<file path="src/hdl/mfnr_pkg.sv">
package mfnr_pkg;

    // Line buffer depth and value width of the board cells.
    localparam int MAX_COLS   = 32;
    localparam int VALUE_BITS = 16;

    // Derived widths.
    localparam int COL_BITS      = $clog2(MAX_COLS);
    localparam int CNT_BITS      = $clog2(MAX_COLS + 1);
    localparam int ROW_BITS      = 12;
    localparam int COLS_CFG_BITS = 6;
    localparam int CFG_DATA_BITS = 12;
    localparam int CFG_IDX_BITS  = 1;
    localparam int SUM_BITS      = VALUE_BITS + 2;

    typedef enum logic [CFG_IDX_BITS-1:0] {
        REG_BOARD_ROWS = 1'b0,
        REG_BOARD_COLS = 1'b1
    } cfg_reg_t;

    typedef struct packed {
        logic [VALUE_BITS-1:0] cell_value;
        logic                  mask_bit;
    } cell_beat_t;

    typedef struct packed {
        logic [VALUE_BITS-1:0] new_value;
        logic [ROW_BITS-1:0]   out_row;
        logic [COL_BITS-1:0]   out_col;
        logic [VALUE_BITS-1:0] max_change;
        logic                  frame_last;
    } result_beat_t;

    // Board size after clipping to the supported range.
    typedef struct packed {
        logic [ROW_BITS-1:0] rows;
        logic [CNT_BITS-1:0] cols;
    } geom_t;

    // One classified cell as it waits between front and back.
    typedef struct packed {
        logic [VALUE_BITS-1:0] value;
        logic                  mask;
        logic [ROW_BITS-1:0]   row;
        logic [COL_BITS-1:0]   col;
        logic                  emit;
        logic                  top_zero;
        logic                  frame_end;
    } cmd_t;

endpackage

</file>
<file path="src/hdl/mfnr_front.sv">
module mfnr_front
    import mfnr_pkg::*;
(
    input  logic                     clk,
    input  logic                     rst_n,
    input  logic                     cell_valid,
    output logic                     cell_ready,
    input  cell_beat_t               cell_data,
    input  logic                     cfg_we,
    input  logic [CFG_IDX_BITS-1:0]  cfg_index,
    input  logic [CFG_DATA_BITS-1:0] cfg_data,
    input  logic                     q_full,
    output logic                     push,
    output cmd_t                     cmd,
    output geom_t                    geom
);

    logic [ROW_BITS-1:0]      board_rows_reg;
    logic [COLS_CFG_BITS-1:0] board_cols_reg;
    logic [ROW_BITS-1:0]      row_reg, row_next;
    logic [COL_BITS-1:0]      col_reg, col_next;
    logic [ROW_BITS-1:0]      r;
    logic [COL_BITS-1:0]      c;
    logic                     last;

    always_comb
    begin
        if (board_rows_reg < ROW_BITS'(2))
            geom.rows = ROW_BITS'(2);
        else
            geom.rows = board_rows_reg;
        if (board_cols_reg < COLS_CFG_BITS'(2))
            geom.cols = CNT_BITS'(2);
        else if (board_cols_reg > COLS_CFG_BITS'(MAX_COLS))
            geom.cols = CNT_BITS'(MAX_COLS);
        else
            geom.cols = CNT_BITS'(board_cols_reg);
    end

    assign cell_ready = !q_full;
    assign push       = cell_valid && cell_ready;

    always_comb
    begin
        r = row_reg;
        c = col_reg;
        if ((row_reg >= geom.rows) || (CNT_BITS'(col_reg) >= geom.cols))
        begin
            r = '0;
            c = '0;
        end
        last = (r == geom.rows - 1'b1) && (CNT_BITS'(c) == geom.cols - 1'b1);

        if (last)
        begin
            row_next = '0;
            col_next = '0;
        end
        else if (CNT_BITS'(c) + 1'b1 >= geom.cols)
        begin
            row_next = r + 1'b1;
            col_next = '0;
        end
        else
        begin
            row_next = r;
            col_next = c + 1'b1;
        end

        cmd.value     = cell_data.cell_value;
        cmd.mask      = cell_data.mask_bit;
        cmd.row       = r - 1'b1;
        cmd.col       = c;
        cmd.emit      = (r != '0);
        cmd.top_zero  = (r == ROW_BITS'(1));
        cmd.frame_end = last;
    end

    always_ff @(posedge clk or negedge rst_n)
    begin
        if (!rst_n)
        begin
            board_rows_reg <= ROW_BITS'(4);
            board_cols_reg <= COLS_CFG_BITS'(5);
            row_reg        <= '0;
            col_reg        <= '0;
        end
        else if (cfg_we)
        begin
            case (cfg_reg_t'(cfg_index))
                REG_BOARD_ROWS: board_rows_reg <= ROW_BITS'(cfg_data);
                REG_BOARD_COLS: board_cols_reg <= COLS_CFG_BITS'(cfg_data);
                default:        board_rows_reg <= board_rows_reg;
            endcase
            row_reg <= '0;
            col_reg <= '0;
        end
        else if (push)
        begin
            row_reg <= row_next;
            col_reg <= col_next;
        end
    end

endmodule

</file>
<file path="src/hdl/mfnr_queue.sv">
module mfnr_queue
    import mfnr_pkg::*;
(
    input  logic clk,
    input  logic rst_n,
    input  logic push,
    input  cmd_t cmd_in,
    output logic full,
    input  logic pop,
    output logic valid,
    output cmd_t cmd_out
);

    cmd_t       slot_reg [2];
    logic       wr_ptr_reg;
    logic       rd_ptr_reg;
    logic [1:0] count_reg, count_next;

    assign full    = (count_reg == 2'd2);
    assign valid   = (count_reg != 2'd0);
    assign cmd_out = slot_reg[rd_ptr_reg];

    always_comb
    begin
        count_next = count_reg;
        if (push && !pop)
            count_next = count_reg + 1'b1;
        else if (pop && !push)
            count_next = count_reg - 1'b1;
    end

    always_ff @(posedge clk or negedge rst_n)
    begin
        if (!rst_n)
        begin
            wr_ptr_reg <= 1'b0;
            rd_ptr_reg <= 1'b0;
            count_reg  <= 2'd0;
        end
        else
        begin
            if (push)
                wr_ptr_reg <= !wr_ptr_reg;
            if (pop)
                rd_ptr_reg <= !rd_ptr_reg;
            count_reg <= count_next;
        end
    end

    always_ff @(posedge clk)
    begin
        if (push)
            slot_reg[wr_ptr_reg] <= cmd_in;
    end

endmodule

</file>
<file path="src/hdl/mfnr_back.sv">
module mfnr_back
    import mfnr_pkg::*;
(
    input  logic         clk,
    input  logic         rst_n,
    input  geom_t        geom,
    input  logic         cfg_clear,
    input  logic         q_valid,
    input  cmd_t         q_cmd,
    output logic         pop,
    output logic         result_valid,
    input  logic         result_ready,
    output result_beat_t result_data
);

    typedef struct packed {
        logic [VALUE_BITS-1:0] value;
        logic [ROW_BITS-1:0]   row;
        logic [COL_BITS-1:0]   col;
        logic                  emit;
        logic                  wr;
        logic                  top_zero;
        logic                  right_zero;
        logic                  last_out;
    } pipe_t;

    // Line buffers.
    logic [VALUE_BITS-1:0] line_center [MAX_COLS];
    logic [VALUE_BITS-1:0] line_above  [MAX_COLS];
    logic                  center_mask [MAX_COLS];

    logic                flush_active_reg, flush_active_next;
    logic [COL_BITS-1:0] flush_k_reg, flush_k_next;

    logic  adv;
    logic  issue;
    pipe_t a;
    logic [COL_BITS-1:0] a_right_addr;

    logic                  b_valid_reg;
    pipe_t                 b_reg;
    logic [VALUE_BITS-1:0] top_rd_reg, center_rd_reg, right_rd_reg;
    logic                  mask_rd_reg;
    logic [VALUE_BITS-1:0] prev_center_reg;
    logic [VALUE_BITS-1:0] b_top, b_left, b_right;
    logic [SUM_BITS-1:0]   b_sum;
    logic [VALUE_BITS-1:0] b_nv;

    logic                  c_valid_reg;
    pipe_t                 c_reg;
    logic [VALUE_BITS-1:0] c_nv_reg, c_old_reg;
    logic [VALUE_BITS-1:0] c_diff, c_max;
    logic                  c_load;

    logic                  out_valid_reg;
    result_beat_t          out_reg;
    logic [VALUE_BITS-1:0] max_reg;

    // The whole back pipeline moves together whenever the output register frees up.
    assign adv   = !out_valid_reg || result_ready;
    assign issue = adv && (flush_active_reg || q_valid);
    assign pop   = adv && !flush_active_reg && q_valid;

    always_comb
    begin
        a = '0;
        if (flush_active_reg)
        begin
            a.value    = '0;
            a.row      = geom.rows - 1'b1;
            a.col      = flush_k_reg;
            a.emit     = 1'b1;
            a.wr       = 1'b0;
            a.top_zero = 1'b0;
            a.last_out = (CNT_BITS'(flush_k_reg) == geom.cols - 1'b1);
        end
        else
        begin
            a.value    = q_cmd.value;
            a.row      = q_cmd.row;
            a.col      = q_cmd.col;
            a.emit     = q_cmd.emit;
            a.wr       = 1'b1;
            a.top_zero = q_cmd.top_zero;
            a.last_out = 1'b0;
        end
        a.right_zero = (CNT_BITS'(a.col) + 1'b1 >= geom.cols);
        a_right_addr = a.col + 1'b1;

        flush_active_next = flush_active_reg;
        flush_k_next      = flush_k_reg;
        if (issue && flush_active_reg)
        begin
            if (a.last_out)
                flush_active_next = 1'b0;
            else
                flush_k_next = flush_k_reg + 1'b1;
        end
        else if (pop && q_cmd.frame_end)
        begin
            flush_active_next = 1'b1;
            flush_k_next      = '0;
        end
    end

    always_comb
    begin
        b_top   = b_reg.top_zero ? '0 : top_rd_reg;
        b_left  = (b_reg.col == '0) ? '0 : prev_center_reg;
        b_right = b_reg.right_zero ? '0 : right_rd_reg;
        b_sum   = SUM_BITS'(b_top) + SUM_BITS'(b_left) + SUM_BITS'(b_right)
                + SUM_BITS'(b_reg.value);
        b_nv    = mask_rd_reg ? b_sum[SUM_BITS-1:2] : '0;
    end

    always_comb
    begin
        c_diff = (c_nv_reg >= c_old_reg) ? (c_nv_reg - c_old_reg) : (c_old_reg - c_nv_reg);
        c_max  = (c_diff > max_reg) ? c_diff : max_reg;
        c_load = adv && c_valid_reg && c_reg.emit;
    end

    always_ff @(posedge clk or negedge rst_n)
    begin
        if (!rst_n)
        begin
            flush_active_reg <= 1'b0;
            flush_k_reg      <= '0;
            b_valid_reg      <= 1'b0;
            c_valid_reg      <= 1'b0;
            out_valid_reg    <= 1'b0;
            max_reg          <= '0;
        end
        else
        begin
            flush_active_reg <= flush_active_next;
            flush_k_reg      <= flush_k_next;
            if (adv)
            begin
                b_valid_reg   <= issue;
                c_valid_reg   <= b_valid_reg;
                out_valid_reg <= c_valid_reg && c_reg.emit;
            end
            if (cfg_clear)
                max_reg <= '0;
            else if (c_load)
                max_reg <= c_reg.last_out ? '0 : c_max;
        end
    end

    // Memory ports: reads are registered, a write and a read of the same
    // entry in one cycle return the old contents.
    always_ff @(posedge clk)
    begin
        if (issue)
        begin
            top_rd_reg    <= line_above[a.col];
            center_rd_reg <= line_center[a.col];
            right_rd_reg  <= line_center[a_right_addr];
            mask_rd_reg   <= center_mask[a.col];
            if (a.wr)
            begin
                line_center[a.col] <= a.value;
                center_mask[a.col] <= q_cmd.mask;
            end
        end
        if (adv && b_valid_reg && b_reg.wr)
            line_above[b_reg.col] <= center_rd_reg;
    end

    always_ff @(posedge clk)
    begin
        if (adv)
        begin
            b_reg <= a;
            c_reg <= b_reg;
            c_nv_reg  <= b_nv;
            c_old_reg <= center_rd_reg;
            if (b_valid_reg)
                prev_center_reg <= center_rd_reg;
        end
        if (c_load)
        begin
            out_reg.new_value  <= c_nv_reg;
            out_reg.out_row    <= c_reg.row;
            out_reg.out_col    <= c_reg.col;
            out_reg.max_change <= c_max;
            out_reg.frame_last <= c_reg.last_out;
        end
    end

    assign result_valid = out_valid_reg;
    assign result_data  = out_reg;

    // A flush step never updates the line buffers.
    a_flush_no_write: assert property (@(posedge clk) disable iff (!rst_n)
        (issue && flush_active_reg) |=> (b_valid_reg && !b_reg.wr))
        else $error("flush step entered the pipeline as a buffer write");

    // The running maximum restarts after the frame's final result.
    a_max_cleared: assert property (@(posedge clk) disable iff (!rst_n)
        (c_load && c_reg.last_out) |=> (max_reg == '0))
        else $error("running maximum not cleared at frame end");

    // The frame's final result leaves only after the flush sequencer went idle.
    a_last_after_flush: assert property (@(posedge clk) disable iff (!rst_n)
        (c_load && c_reg.last_out) |-> !flush_active_reg)
        else $error("frame end result while flush still running");

    // Within a frame the running maximum never falls.
    a_max_monotone: assert property (@(posedge clk) disable iff (!rst_n)
        (c_load && !c_reg.last_out && !cfg_clear) |=> (max_reg >= $past(max_reg)))
        else $error("running maximum decreased within a frame");

endmodule

</file>
<file path="src/hdl/masked_four_neighbour_relaxation.sv">
// Streaming five-point relaxation: board cells enter one beat per cycle in raster
// order while cell_ready is high, and each result beat carries the truncated mean
// of the four neighbours of one cell (zero outside the board, or zero outright where
// the mask bit is clear), its row and column, the running maximum change of the
// frame and a frame-end flag. Results trail the input by one board row; the last
// cell of a frame releases the final row, so that beat causes board_cols + 1
// results. Sustained rate is one cell per cycle while the output accepts and no
// final row is being flushed, set by the back end taking one pass through the line
// buffers per cell. After a frame's last cell the back end emits the final row from
// the line buffers, and the input accepts at most two more cells meanwhile.
// Configuration writes restart the frame and must only be issued while idle.
module masked_four_neighbour_relaxation
    import mfnr_pkg::*;
(
    input  logic                     clk,
    input  logic                     rst_n,
    input  logic                     cell_valid,
    output logic                     cell_ready,
    input  cell_beat_t               cell_data,
    output logic                     result_valid,
    input  logic                     result_ready,
    output result_beat_t             result_data,
    input  logic                     cfg_we,
    input  logic [CFG_IDX_BITS-1:0]  cfg_index,
    input  logic [CFG_DATA_BITS-1:0] cfg_data
);

    // Front side: classified cells heading into the queue.
    logic  push;
    logic  q_full;
    cmd_t  front_cmd;
    geom_t geom;

    // Back side: head of the queue.
    logic q_valid;
    logic pop;
    cmd_t q_cmd;

    // The front holds the configuration and the raster counters and tags
    // each cell with the row and column of the result it releases.
    mfnr_front u_front (
        .clk        (clk),
        .rst_n      (rst_n),
        .cell_valid (cell_valid),
        .cell_ready (cell_ready),
        .cell_data  (cell_data),
        .cfg_we     (cfg_we),
        .cfg_index  (cfg_index),
        .cfg_data   (cfg_data),
        .q_full     (q_full),
        .push       (push),
        .cmd        (front_cmd),
        .geom       (geom)
    );

    // A two-entry queue lets the front keep accepting while the back end
    // is busy flushing the last row or is held by the output side.
    mfnr_queue u_queue (
        .clk     (clk),
        .rst_n   (rst_n),
        .push    (push),
        .cmd_in  (front_cmd),
        .full    (q_full),
        .pop     (pop),
        .valid   (q_valid),
        .cmd_out (q_cmd)
    );

    // The back end owns the line buffers, the averaging pipeline, the
    // running maximum and the output register.
    mfnr_back u_back (
        .clk          (clk),
        .rst_n        (rst_n),
        .geom         (geom),
        .cfg_clear    (cfg_we),
        .q_valid      (q_valid),
        .q_cmd        (q_cmd),
        .pop          (pop),
        .result_valid (result_valid),
        .result_ready (result_ready),
        .result_data  (result_data)
    );

endmodule

</file>
<file path="config.mk">
export PLATFORM = sky130hd
export DESIGN_NAME = masked_four_neighbour_relaxation
export DESIGN_NICKNAME = d
export VERILOG_FILES = /design/src/hdl/mfnr_pkg.sv /design/src/hdl/mfnr_front.sv /design/src/hdl/mfnr_queue.sv /design/src/hdl/mfnr_back.sv /design/src/hdl/masked_four_neighbour_relaxation.sv
export SDC_FILE = /design/constraint.sdc
export NUM_CORES = 2
export LEC_CHECK = 0
export ABC_AREA = 0
export BUFFER_PORTS_ARGS = -buffer_cell sky130_fd_sc_hd__buf_2
export CAP_MARGIN = 20
export CORE_MARGIN = 4
export CORE_UTILIZATION = 30
export CTS_CLUSTER_DIAMETER = 50
export DETAILED_ROUTE_END_ITERATION = 12
export GPL_TIMING_DRIVEN = 0
export SYNTH_ARGS = -nofsm -noshare
export SYNTH_HDL_FRONTEND = slang
export SYNTH_SLANG_ARGS = --single-unit
</file>
<file path="constraint.sdc">
create_clock -name clk -period 5.27 [get_ports clk]
set_input_delay 1.054 -clock clk [delete_from_list [all_inputs] [get_ports clk]]
set_output_delay 1.054 -clock clk [all_outputs]
set_load 0.05 [all_outputs]
</file>
Word-level counts from Yosys, hierarchy flattened --
Memory sizes are Yosys's and may differ from the RTL's. A register that Yosys moved wholly into a read port is not among the register bits. Cells that the tools add are included.
Cells by class: add/subtract/negate cells 16, eq/ne operators 7, order comparisons 9, reductions and logical operators 36, muxes and demuxes 38, bitwise operators 1
Operators with widths (count):
- 2-to-1 mux 16 bit | 8
- 2-to-1 mux 12 bit | 6
- 2-to-1 mux 5 bit | 8
- adder 18 x 16 -> 18 bit | 2
- 2-to-1 mux 36 bit | 1
- subtractor 16 bit | 2
- subtractor 12 x 1 -> 12 bit, second input constant | 2
- adder 16 x 16 -> 17 bit | 1
- >= comparator 16 bit | 1
- greater-than comparator 16 bit | 1
- adder 5 x 1 -> 5 bit, second input constant | 3
- logical AND 1 bit | 14
- adder 12 x 1 -> 12 bit, second input constant | 1
- adder 5 x 1 -> 6 bit, second input constant | 2
- == test 12 x 1 -> 1 bit, second input constant | 1
- == test 12 bit | 1
- == test 5 x 6 -> 1 bit | 2
- >= comparator 12 bit | 1
- >= comparator 6 bit | 2
- < comparator 12 x 2 -> 1 bit, second input constant | 1
- 2-to-1 mux 6 bit | 2
- nonzero test 12 bit | 1
- 2-to-1 mux 1 bit | 11
- AND reduction 2 bit | 5
- 15 further kinds | 28
Storage, ports and cells: memory bits (writable) 1130, output and inout port bits 52, bits of input ports 35, memories 4, bits in registers 219, logic and storage cells 144
Memories:
- u_back.line_above | words 32, bits a word 16, read ports 1, clocked after memory_dff 1, wr ports 1, line mfnr_back.sv:29 | logic [VALUE_BITS-1:0] line_above [MAX_COLS];
- u_back.line_center | words 32, bits a word 16, read ports 2, clocked after memory_dff 2, wr ports 1, line mfnr_back.sv:28 | logic [VALUE_BITS-1:0] line_center [MAX_COLS];
- u_queue.slot_reg | words 2, bits a word 37, read ports 1, clocked after memory_dff 0, wr ports 1, line mfnr_queue.sv:14 | cmd_t slot_reg [2];
- u_back.center_mask | words 32, bits a word 1, read ports 1, clocked after memory_dff 1, wr ports 1, line mfnr_back.sv:30 | logic center_mask [MAX_COLS];

Longest topological paths before layout --
word-level depth 12, depth in mapped cells 25, mapped depth without buffers 22

Modules after synthesis --
From an unflattened synthesis, not the netlist that was laid out.
Unflattened totals: cells, all modules 3504, area, all modules 62368.6 um2
Modules (own cells, without submodules):
- mfnr_back | times used 1, area each 55630.9 um2, cells each 2887, seq. area each 38461.9 um2
- mfnr_front | times used 1, area each 3796.1 um2, cells each 486, seq. area each 879.6 um2
- mfnr_queue | times used 1, area each 2941.6 um2, cells each 131, seq. area each 2322.2 um2

Least setup slack after synthesis --
No wires, ideal clock.
path kind flip-flop to flip-flop, start point reg u_back.b_reg[6] in the netlist's numbering, end point reg u_back.c_nv_reg[14] (data pin), library setup time 265 ps, data required time 5005 ps, stages on the path, launching flop included 22, setup slack -266 ps, data arrival time 5270 ps, buffers on the path 2, clock period less this slack 5536 ps, cell sequence edfxtp_1 or2_2 clkbuf_1 nor4_1 clkbuf_1 nor2b_1 ha_1 a21oi_1 o21a_1 nor3_1 a41o_1 o41ai_1 o21bai_1 a21oi_1 xor2_1 fa_1 inv_1 ha_1 and3_1 a211o_1 o31ai_1 mux2i_1
On the way: word-level cells in the longest chain between the ends 5
RTL lines:
- start: declaration | line mfnr_back.sv:41 | pipe_t b_reg;
- start signal: assignment | line mfnr_back.sv:175 | b_reg <= a;
- logical NOT 5 bit | line mfnr_back.sv:109 | b_left = (b_reg.col == '0) ? '0 : prev_center_reg;
- 2-to-1 mux 16 bit | line mfnr_back.sv:109
- adder 16 x 16 -> 17 bit | line mfnr_back.sv:111 | b_sum = SUM_BITS'(b_top) + SUM_BITS'(b_left) + SUM_BITS'(b_right)
- adder 18 x 16 -> 18 bit | line mfnr_back.sv:111
- adder 18 x 16 -> 18 bit | line mfnr_back.sv:112 | + SUM_BITS'(b_reg.value);
- end signal: assignment | line mfnr_back.sv:177 | c_nv_reg <= b_nv;
- end: declaration | line mfnr_back.sv:51 | logic [VALUE_BITS-1:0] c_nv_reg, c_old_reg;
No other way between the ends. A chain may end at the register's enable or synchronous reset.

==> run_results.csv <==
group,metric,value,unit
outcome,outcome,"complete, no violations",
timing,fin_tns_setup,0,ns
worst_setup_path,path_buf_inv,4,
worst_setup_path,crit_arrival,5.74,ns
logic_synthesis,yosysTopAreaCell,"edfxtp_1",
cells_and_area,fin_nets,4282,
worst_setup_path,critPathKind,"reg2reg",
worst_setup_path,cp_top_family,"simple AND/OR/NAND/NOR gates",
logic_synthesis,synth-seq-cells,1398,
global_route,grt_use_total,18.5,%
die,die_w,463,um
timing,max_freq,191,MHz
route,vias,38401,
timing,finalCritPeriodShare,99.1,%
route,drtIter0Drc,6229,
worst_setup_path,cp_slowest_cell,"nor2_1",
worst_setup_path,crit_chain,"buf_4 -> mux2i_1 -> o21a_1 -> buf_2 -> inv_2 -> nor2_1 -> nand2_1 -> nor2_1 -> clkbuf_1 -> a221oi_1 -> nand2_1 -> o21ai_0 -> o211ai_1",
clock_tree,clk_path_buf_depth,3,
die,core_area,205000,um^2
worst_setup_path,endpoint_kind,"flop",
die,row_count,166,
worst_setup_path,reg2reg_slack,0.05,ns
timing,relSlewSlack,15.9,%
clock_tree,cts_made_buffers,160,
clock_tree,cts.clk_slew.worst_paths,0.06,ns
worst_setup_path,reg2reg_depth,13,
route,wl_per_cell,29.6,um
clock_tree,clk_latency,0.81,ns
logic_synthesis,yosys_warnings,0,
placement,dp_hpwl,145000,um
clock_tree,hold_buffers,0,
placement,post-place-ws,-1.51,ns
die,top_level_ports,87,
logic_synthesis,yosysSeqAreaShare,67.1,%
timing,fin_ws,0.0474,ns
worst_setup_path,r2r_start,"u_queue.rd_ptr_reg",
timing,worst_slew_pin_slew,1.26,ns
placement,finalWeightedCongestion,0.921,
hold_path,hp-class,"in2async",
worst_setup_path,cp.depth,13,
global_route,grt_pass1_wl,283000,um
worst_setup_path,cp-startpoint,"u_queue.rd_ptr_reg",
logic_synthesis,syn_inst,3689,
route,first_pass_iters,8,
route,drc,0,
worst_setup_path,startpoint_type,"flop",
worst_setup_path,cp.required,5.79,ns
cells_and_area,drive_above_1_share,27.6,%
route,final_antenna_net_count,0,
worst_setup_path,cp_max_fo,10,
global_route,grt_pass1_vias,36926,
logic_synthesis,syn_nets,3864,
run,maxCapViolations,0,
timing,hold_viol,0,
logic_synthesis,yosys-top-cells-count,"1,334 x edfxtp_1, 348 x mux4_2, 272 x nand2_1",
clock_tree,htree_levels,4,
route,wirelength,205000,um
timing,drv_slew,0,
logic_synthesis,async_flop_share,4.58,%
die,fp.dieH,463,um
global_route,grt_max_degree,65,
logic_synthesis,synth_area,62100,um^2
logic_synthesis,synth_most_common_cell,"edfxtp_1",
logic_synthesis,ys.flop_type,"edfxtp_1",
route,vias_per_cell,5.55,
logic_synthesis,avgSynthCellArea,16.8,um^2
clock_tree,root_buffer,"clkbuf_16",
global_route,antenna_found_initial,13,
worst_setup_path,cpPeakStageDelay,0.72,ns
logic_synthesis,synth-edff-count,1334,
cells_and_area,areaGrowthSynthToFinish,20.0,%
die,fp.dieArea,214000,um^2
clock_tree,clock-sinks,1398,
timing,finalSetupViolCount,0,
logic_synthesis,synth_cell_types,87,
placement,port_buffers,86,
logic_synthesis,synth_area_leaders,"edfxtp_1 64%, mux4_2 13%, dfrtp_1 2.5%",
global_route,grt-ovfl-total,0,
timing,finClkSkew,0.0445,ns
clock_tree,cts_tree,"built",
timing,fin_crit,5.22,ns
die,initial_core_util,30.3,%
logic_synthesis,netlist.area_leader.share,64.5,%
[layout make-up]
class	count	area, um^2
Timing Repair Buffer	262	3110
Antenna cell	2	5.00
Fill cell	18949	131000
Buffer	181	936
Multi-Input combinational cell	1965	19800
Clock inverter	90	836
Sequential cell	1398	41700
Clock buffer	197	4290
Tap cell	2688	3360
Inverter	139	524
[through the flow]
stage                     cell area (um^2)  utilization, %  hold slack (ns)  instances
after floorplan                      62100               -            0.400       3689
after detailed placement             68400            33.3            0.405       6582
after global routing                 74600            36.3            0.397       6920
after global placement               65900            32.1            0.404       6463
after CTS                            74100            36.1            0.344       6889
final                                74600            36.3            0.357       6922
[repair_timing]
item,CTS,global route
cloned,0,0
buffers inserted,23,30
pin swaps,29,36
gates resized for setup,102,50
setup endpoints to repair,484,58
[logic make-up after synthesis]
family	count (synthesis)	share of synthesized area, %
xor+xnor	81	1.19
flops	1398	67.1
fa+ha+maj	140	3.05
mux	517	15.4
compound gates	526	5.83
simple gates	701	5.25
buf+inv	326	2.20
[layout by cell type (no fill, tap or decap), drive strengths merged, types with 11 or more instances in the layout]
cell / netlist / layout
a211oi: 19 / 19
a21o: 16 / 16
a21oi: 132 / 132
a221oi: 51 / 51
a22o: 27 / 27
a22oi: 29 / 29
and2: 18 / 18
buf: 90 / 353
clkbuf: 97 / 287
clkinv: 1 / 62
dfrtp: 61 / 61
edfxtp: 1334 / 1334
fa: 19 / 19
ha: 121 / 121
inv: 138 / 151
mux2: 38 / 38
mux2i: 131 / 131
mux4: 348 / 348
nand2: 274 / 274
nand2b: 33 / 33
nand3: 34 / 34
nand4: 18 / 18
nor2: 172 / 172
nor2b: 53 / 53
nor3: 33 / 33
nor4: 12 / 12
o211ai: 16 / 16
o21a: 18 / 18
o21ai: 95 / 95
o21bai: 11 / 11
o221ai: 22 / 22
o22ai: 19 / 19
xnor2: 52 / 52
xor2: 27 / 27
[path summary, 6_finish.rpt]
| kind | to |
|---|---|
| worst max-delay path | u_back.top_rd_reg[10] |
| worst min-delay path | u_back.max_reg[12] |
| worst max register to register | u_back.top_rd_reg[10] |
| worst min register to register | u_back.c_reg[4] |
| max in group asynchronous | u_front.board_rows_reg[11] |
| min in group clk | u_back.c_reg[4] |
[routing by layer]
| layer | wire, um | GRT usage (%) | share of wire, % |
|---|---|---|---|
| met3 | 23800 | 4.95 | 12 |
| met1 | 78100 | 24.6 | 38 |
| met5 | 27 | 0 | 0.013 |
| met2 | 92900 | 28.5 | 45 |
| met4 | 9760 | 8.09 | 4.8 |
Power is not shown: default switching activity piles up to over one toggle a cycle in this logic, so the estimate is an artifact.
